--- config.mk ---
export PLATFORM = sky130hd
export DESIGN_NAME = hwm_ctrl
export DESIGN_NICKNAME = d
export VERILOG_FILES = /design/src/hw/rtl/hwm_pkg.sv /design/src/hw/rtl/hwm_ctrl.sv
export SDC_FILE = /design/constraint.sdc
export NUM_CORES = 1
export LEC_CHECK = 0
export ABC_AREA = 1
export ABC_CLOCK_PERIOD_IN_PS = 1400
export BUFFER_PORTS_ARGS = -buffer_cell sky130_fd_sc_hd__clkbuf_2
export CORE_AREA = 2 2 39 41
export CTS_CLUSTER_DIAMETER = 30
export CTS_CLUSTER_SIZE = 40
export DETAILED_ROUTE_END_ITERATION = 10
export DIE_AREA = 0 0 41 43
export PLACE_DENSITY = 0.49
export REMOVE_ABC_BUFFERS = 1
export SETUP_SLACK_MARGIN = 0.02
export SLEW_MARGIN = 20
export SYNTH_ARGS = -nofsm -noshare
export SYNTH_HDL_FRONTEND = slang
export SYNTH_SLANG_ARGS = --single-unit
--- constraint.sdc ---
create_clock -name clk -period 1.4 [get_ports clk]
set_clock_uncertainty 0.15 [all_clocks]
set_input_delay 0.28 -clock clk [delete_from_list [all_inputs] [get_ports clk]]
set_output_delay 0.28 -clock clk [all_outputs]
set_load 0.005 [all_outputs]
--- src/hw/rtl/hwm_pkg.sv ---
// Shared types and constants for the Harris window moment block.
`default_nettype none
package hwm_pkg;

	localparam int unsigned COUNT_W = 11;
	localparam int unsigned GRAD_W  = 9;
	localparam int unsigned FRAC_W  = 8;
	localparam int unsigned IG_W    = 20;
	localparam int unsigned XX_W    = 47;
	localparam int unsigned XY_W    = 48;
	localparam int unsigned S_W     = 30;
	localparam int unsigned SCORE_W = 64;
	localparam int unsigned BS_W    = 6;
	localparam int unsigned K_W     = 16;
	localparam int unsigned CFG_D_W = 16;

	localparam logic [BS_W-1:0] BLOCK_SIZE_RST = 6'd7;
	localparam logic [K_W-1:0]  K_COEF_RST     = 16'd2621;

	typedef enum logic {
		CFG_BLOCK_SIZE = 1'b0,
		CFG_K_COEF     = 1'b1
	} cfg_idx_t;

	typedef struct packed {
		logic accept;
		logic mul;
		logic accum;
		logic snap;
		logic prod;
		logic term;
		logic emit;
	} cmd_t;

	typedef struct packed {
		logic last;
	} status_t;

endpackage
`default_nettype wire

--- src/hw/rtl/hwm_ctrl.sv ---
// Sequencer for sample accumulation, response computation and result handoff.
`default_nettype none
module hwm_ctrl (
	input  wire logic            clk,
	input  wire logic            arst_n,
	input  wire logic            in_valid,
	output logic                 in_ready,
	output logic                 out_valid,
	input  wire logic            out_ready,
	input  wire hwm_pkg::status_t status,
	output hwm_pkg::cmd_t        cmd
);

	typedef enum logic [2:0] {
		S_IDLE,
		S_MUL,
		S_ACC,
		S_SNAP,
		S_PROD,
		S_TERM,
		S_EMIT
	} state_t;

	state_t state_q;
	logic   out_valid_q;
	logic   slot_free;

	assign slot_free = !out_valid_q || out_ready;
	assign in_ready  = (state_q == S_IDLE);
	assign out_valid = out_valid_q;

	always_comb begin
		cmd        = '0;
		cmd.accept = (state_q == S_IDLE) && in_valid;
		cmd.mul    = (state_q == S_MUL);
		cmd.accum  = (state_q == S_ACC);
		cmd.snap   = (state_q == S_SNAP);
		cmd.prod   = (state_q == S_PROD);
		cmd.term   = (state_q == S_TERM);
		cmd.emit   = (state_q == S_EMIT) && slot_free;
	end

	always_ff @(posedge clk or negedge arst_n) begin
		if (!arst_n) begin
			state_q     <= S_IDLE;
			out_valid_q <= 1'b0;
		end else begin
			if (cmd.emit) begin
				out_valid_q <= 1'b1;
			end else if (out_ready) begin
				out_valid_q <= 1'b0;
			end
			unique case (state_q)
				S_IDLE: begin
					if (in_valid) state_q <= S_MUL;
				end
				S_MUL:  state_q <= S_ACC;
				S_ACC: begin
					state_q <= status.last ? S_SNAP : S_IDLE;
				end
				S_SNAP: state_q <= S_PROD;
				S_PROD: state_q <= S_TERM;
				S_TERM: state_q <= S_EMIT;
				S_EMIT: begin
					if (slot_free) state_q <= S_IDLE;
				end
				default: state_q <= S_IDLE;
			endcase
		end
	end

	a_last_snaps: assert property (@(posedge clk) disable iff (!arst_n)
		(state_q == S_ACC && status.last) |=> (state_q == S_SNAP))
		else $error("last sample did not start response");

	a_emit_free: assert property (@(posedge clk) disable iff (!arst_n)
		cmd.emit |-> (!out_valid_q || out_ready))
		else $error("result overwritten before taken");

	a_accept_mul: assert property (@(posedge clk) disable iff (!arst_n)
		(in_valid && in_ready) |=> (state_q == S_MUL))
		else $error("accepted request not processed");

endmodule
`default_nettype wire

==> results of run 1 <==
## flip-flops by register name (all words and copies together), names as in the netlist
signal and count:
state_q 3, out_valid 1
## area by class of cell
cell class                      instances  share of cell area (%)
Tap cell                               16                    4.56
Timing Repair Buffer                   22                    30.8
Clock buffer                            3                    5.13
Inverter                                8                    6.84
Sequential cell                         4                    23.4
Multi-Input combinational cell         22                    29.3
## worst max-delay path: cells and delay by family, from the launching register on
family	cells	cell delay, ns
buf+inv	1	0.11
flops	1	0.47
simple gates	3	0.29
## cell families after synthesis
| family | Yosys count | share of synthesized area [%] |
|---|---|---|
| simple gates | 19 | 35.3 |
| flops | 4 | 42.8 |
| compound gates | 3 | 9.09 |
| buf+inv | 8 | 12.8 |
## worst min-delay path by stage
stage | end | slack (ns)
floorplan | out_valid | -0.17
global placement | state_q[0] | -0.06
detailed placement | state_q[0] | -0.06
CTS | out_valid | 0.1
global route | out_valid | 0.13
finish | out_valid | 0.1
## timing repair
action	4_1_cts	5_1_grt
setup buffers	4	4
pin swaps	1	3
endpoints found under the hold margin	4	0
setup endpoints to repair	8	8
gates cloned	0	0
hold buffers	1	0
resized for setup	6	13
## power by group
group	total, mW	switching [mW]	internal, mW	leakage (nW)
sequential	0.258	0.0867	0.171	0.0490
clock	0.135	0.0396	0.0954	0.0138
combinational	0.540	0.257	0.283	0.183
## metrics by stage
stage	instance area (um^2)	utilization, %	power (mW)
floorplan	234	-	0.428
global placement	319	23.1	0.563
detailed placement	319	23.1	0.562
CTS	394	28.5	0.808
global route	439	31.7	1.02
finish	439	31.7	0.933
## cell usage in the layout, fill, tap and decap left out, drive strengths merged
| cell type | n |
|---|---|
| nand2 | 5 |
| nor3 | 1 |
| nor2 | 9 |
| dlygate4sd3 | 1 |
| clkbuf | 11 |
| o211ai | 1 |
| dfrtp | 4 |
| a21oi | 1 |
| o21ai | 1 |
| buf | 13 |
| inv | 8 |
| nand3 | 4 |
## layer usage
metal	wire, um	vias up	track usage, %	part of all wire (%)
li1	-	154	-	-
met1	251	136	9.42	39
met2	348	7	10.9	54
met3	50	0	1.57	7.7
met4	0	0	4.00	0
met5	0	-	0	0
==> metrics.txt, run 1 <==
outcome complete, but fails checks; violated checks negative setup slack; Warnings, synthesis 0; violation count after the first detailed-routing iteration 2; largest net degree at the start of global routing 8; slowest cell delay on critical path about 0.47 ns; first-pass GRT wire length roughly 880 um; remaining max-slew budget at the tightest pin 87.5%; Placement Rows 14; launch point of the worst hold path out_ready; count of buffers from port buffering 13; nets 66; Post-Syn Instances 34; vias per std cell approximately 4.0; clk buf depth 2; Final Hold Vio Count 0; gp weighted congestion between 0.6 and 0.7; Worst Setup SP state_q[0]; worst path cell trace nor2_4 > nand2_2 > nor2_1 > buf_2; CTS buffer count 3; RR Endpoint state_q[0]; Die X 41 um; crit path time final between 1.5 and 2 ns; number of max-capacitance violations reported 0; post-route insts no fill 75; area share of the leading cell type in the synthesized netlist 42.8%; vias in the first global route between 200 and 250; dpl hpwl between 400 and 500 um; type of the tightest min-delay check input pin to flop; CP endpoint kind output port; Synth cell types 11; worst-case vdd ir drop ~730 uV; synth top area cells sky130_fd_sc_hd__dfrtp_1 (43%), sky130_fd_sc_hd__inv_1 (11%), sky130_fd_sc_hd__nor2_1 (11%); Clock Latency Late Sink roughly 0.23 ns; number of enable flip-flop cells after synthesis 0; Chip Height between 40 and 50 um; Hold Slack 0.0988 ns; worst setup slack after layout -0.119 ns; number of storage elements in the synthesis netlist 4; end point of the critical path cmd[6]; slew at the pin closest to its max-slew limit between 0.15 and 0.2 ns; Routed WL about 650 um; startpoint kind of the worst setup timing path flop; critical-path maximum fanout 6; via total after detailed routing between 200 and 300; sequential share of the synthesized area roughly 43%; clock transition time at the flip-flop clock pins of the worst setup and hold paths ~0.040 ns; slowest cell on the critical path sky130_fd_sc_hd__dfrtp_2; DR pass1 iterations 2; count of endpoints failing setup in the final report 8; crit share post-route 109%; TritonCTS clock tree yes; Post-DRT Antenna Nets 0; CTS root buf sky130_fd_sc_hd__clkbuf_4; top flip-flop cell by instance count after synthesis sky130_fd_sc_hd__dfrtp_1; htree depth 1; placeable core region around 0.0014 mm^2; placed cells 63; setup total negative slack -0.724 ns; share of layout cells above drive strength 1 about two thirds; antenna diode instance count 0; Mapped Avg Cell Area 6.88 um^2; setup slack, reg-to-reg about 0.11 ns; area of the mapped netlist around 230 um^2; die area 0.00176 mm^2; Filler cells between 150 and 200; total power density per cell area ~2100 mW/mm^2; Sink Count 4; RSZ-0062 raised after global routing yes; Max Transition Viols Final 0; WP data arrival 1.09 ns; max frequency approximately 660 MHz; share of async-settable or async-resettable flops after synthesis 100%; area growth from synthesis to layout 87.7%; classification of the worst setup path flop to output port; combined global-route utilization of all metal layers 7.35%; leading area contributor after synthesis sky130_fd_sc_hd__dfrtp_1; critical path data required time slightly below 1 ns; area of combinational cells with multiple inputs between 100 and 150 um^2; effective utilization at floorplan between 15 and 20%; residual overflow from global routing 0; Residual DRC 0; register area ~100 um^2; LEAKAGE 0.246 nW; routed length per instance approximately 8.7 um; worst hold path depth 2; number of I/O pins 14; critical register-to-register path startpoint state_q[1]; Place WS about 0.065 ns; Worst Reg2Reg Path Length in Cells 6; number of antenna violations at the first check in global routing 0; commonest cells in the netlist sky130_fd_sc_hd__inv_1 (7), sky130_fd_sc_hd__nor2_1 (7), sky130_fd_sc_hd__nand2_1 (5), sky130_fd_sc_hd__dfrtp_1 (4), sky130_fd_sc_hd__nand3_1 (4)
Power figures use the tool's default switching activity.
==> run 2: changes to the inputs <==
--- a/config.mk
+++ b/config.mk
@@ -14,6 +14,7 @@
 export DETAILED_ROUTE_END_ITERATION = 10
 export DIE_AREA = 0 0 41 43
 export PLACE_DENSITY = 0.49
+export RECOVER_POWER = 50
 export REMOVE_ABC_BUFFERS = 1
 export SETUP_SLACK_MARGIN = 0.02
 export SLEW_MARGIN = 20
==> run 2 against run 1 <==
Via count unchanged. Highest routed layer unchanged. Fmax about the same. Setup slack about the same. Largest cell class unchanged. Combinational power about the same. Critical path depth unchanged. Cell count unchanged. The flow still finishes with violations (negative setup slack). Clock-buffer cell count unchanged.
==> metrics.txt, run 2 (same netlist as run 1, synthesis figures left out) <==
share of layout cells above drive strength 1 66.1%; kind of cell adding the most delay to the critical path flip-flops; Clock Latency Late Sink approximately 0.23 ns; slowest cell delay on critical path approximately 0.47 ns; CTS buffer count 3; post-route total power slightly above 0.9 mW; LEAKAGE 0.243 nW; count of buffers from port buffering 13; Max Transition Viols Final 0; worst setup slack after layout -0.119 ns; CP endpoint kind output port; number of antenna violations at the first check in global routing 0; critical path data required time 0.97 ns; TritonCTS clock tree yes; worst-case vdd ir drop 731 uV; CTS root buf sky130_fd_sc_hd__clkbuf_4; startpoint kind of the worst setup timing path flop; Filler cells 156; vias per std cell around 4.0; clk buf depth 2; placeable core region 0.00138 mm^2; clock transition time at the flip-flop clock pins of the worst setup and hold paths around 0.040 ns; DR pass1 iterations 2; placed cells 63; max frequency about 660 MHz; buffers plus inverters on the worst setup path 1; flip-flop count of the largest register, all copies and words added 3; antenna diode instance count 0; outcome complete, but fails checks; Routed WL ~650 um; area growth from synthesis to layout 87.2%; Sink Count 4; combined global-route utilization of all metal layers under 10%; via total after detailed routing about 300; crit share post-route 109%; vias in the first global route 241; count of endpoints failing setup in the final report 8; violated checks negative setup slack; die area 0.00176 mm^2; first-pass GRT wire length around 880 um; Post-DRT Antenna Nets 0; register with the most flip-flops state_q; number of max-capacitance violations reported 0; effective utilization at floorplan approximately 17%; dpl hpwl approximately 440 um; nets 66; Residual DRC 0; RSZ-0062 raised after global routing yes; remaining max-slew budget at the tightest pin a little under nine tenths; violation count after the first detailed-routing iteration 2; most common cell after layout, fill and taps aside sky130_fd_sc_hd__buf_4; Final Hold Vio Count 0; setup total negative slack -0.724 ns; commonest cells after routing, fill and taps aside sky130_fd_sc_hd__buf_4 (8), sky130_fd_sc_hd__clkbuf_2 (7), sky130_fd_sc_hd__inv_2 (5), sky130_fd_sc_hd__buf_2 (5); classification of the worst setup path flop to output port; htree depth 1; post-route insts no fill 75; number of I/O pins 14; worst path cell trace nor2_4 > nand2_2 > nor2_1 > buf_2; residual overflow from global routing 0; crit path time final between 1.5 and 2 ns; gp weighted congestion around 0.67; routed length per instance just under 9 um; WP data arrival 1.09 ns; Die X 41 um; Chip Height between 40 and 50 um; total power density per cell area about 2100 mW/mm^2; type of the tightest min-delay check input pin to flop; slew at the pin closest to its max-slew limit about 0.22 ns; largest net degree at the start of global routing 8; Placement Rows 14; slowest cell on the critical path sky130_fd_sc_hd__dfrtp_2; critical-path maximum fanout 6
==> run 2: cell count changes in the layout (fill, tap and decap cells not counted) <==
cell                       change
sky130_fd_sc_hd__clkbuf_1      +1
sky130_fd_sc_hd__clkbuf_2      -1
==> run 2: worst paths after layout <==
check                           start          to  slack [ns]  cells after the start
min in group asynchronous      arst_n  state_q[0]        0.26                      2
max reg2reg                state_q[1]  state_q[0]        0.11                      6
min reg2reg                 out_valid   out_valid        0.38                      2
max                        state_q[0]      cmd[6]       -0.12                      4
min                         out_ready   out_valid         0.1                      2
max in group asynchronous      arst_n  state_q[1]        0.64                      2
==> run 2: layer usage <==
| metal | wire length (um) | share of wire [%] | vias up | GRT usage, % |
|---|---|---|---|---|
| met4 | 0 | 0 | 0 | 4.00 |
| met3 | 50 | 7.7 | 0 | 1.57 |
| met1 | 252 | 39 | 136 | 9.42 |
| met5 | 0 | 0 | - | 0 |
| met2 | 348 | 53 | 7 | 10.9 |
| li1 | - | - | 154 | - |
==> run 2: stage by stage <==
step	worst slack (ns)	instance area [um^2]	hold WS [ns]	utilization (%)
2_1_floorplan	0.213	234	-0.166	-
3_3_place_gp	0.0857	319	-0.0578	23.1
3_5_place_dp	0.0646	319	-0.0569	23.1
4_1_cts	-0.120	394	0.0954	28.5
5_1_grt	-0.192	438	0.125	31.6
6_report	-0.119	438	0.0988	31.6
==> run 2: worst register-to-register path, delay by kind of cell (launching register included) <==
family | cells | cell delay, ns
AND/OR/NAND/NOR | 2 | 0.17
flip-flops | 1 | 0.42
AO/OA/AOI/OAI | 1 | 0.14
buffers and inverters | 3 | 0.32
==> run 2: power breakdown <==
part	internal, mW	switching (mW)	total, mW	leakage (nW)
logic	0.283	0.257	0.540	0.180
registers	0.171	0.0867	0.258	0.0490
clock network	0.0954	0.0396	0.135	0.0138
==> run 2: area by class of cell <==
cell class                 instances  area, um^2  share of cell area, %
clock buffer                       3        22.5                   5.14
tap                               16        20.0                   4.57
multi-input combinational         22         129                   29.4
timing repair buffer              22         134                   30.6
sequential                         4         103                   23.4
inverter                           8        30.0                   6.86
==> run 2: what timing repair did <==
item / 4_1_cts / 5_1_grt
hold endpoints to repair: 4 / 0
hold buffers: 1 / 0
pin swaps: 1 / 3
setup buffers: 4 / 4
resized for setup: 6 / 13
setup endpoints to repair: 8 / 8
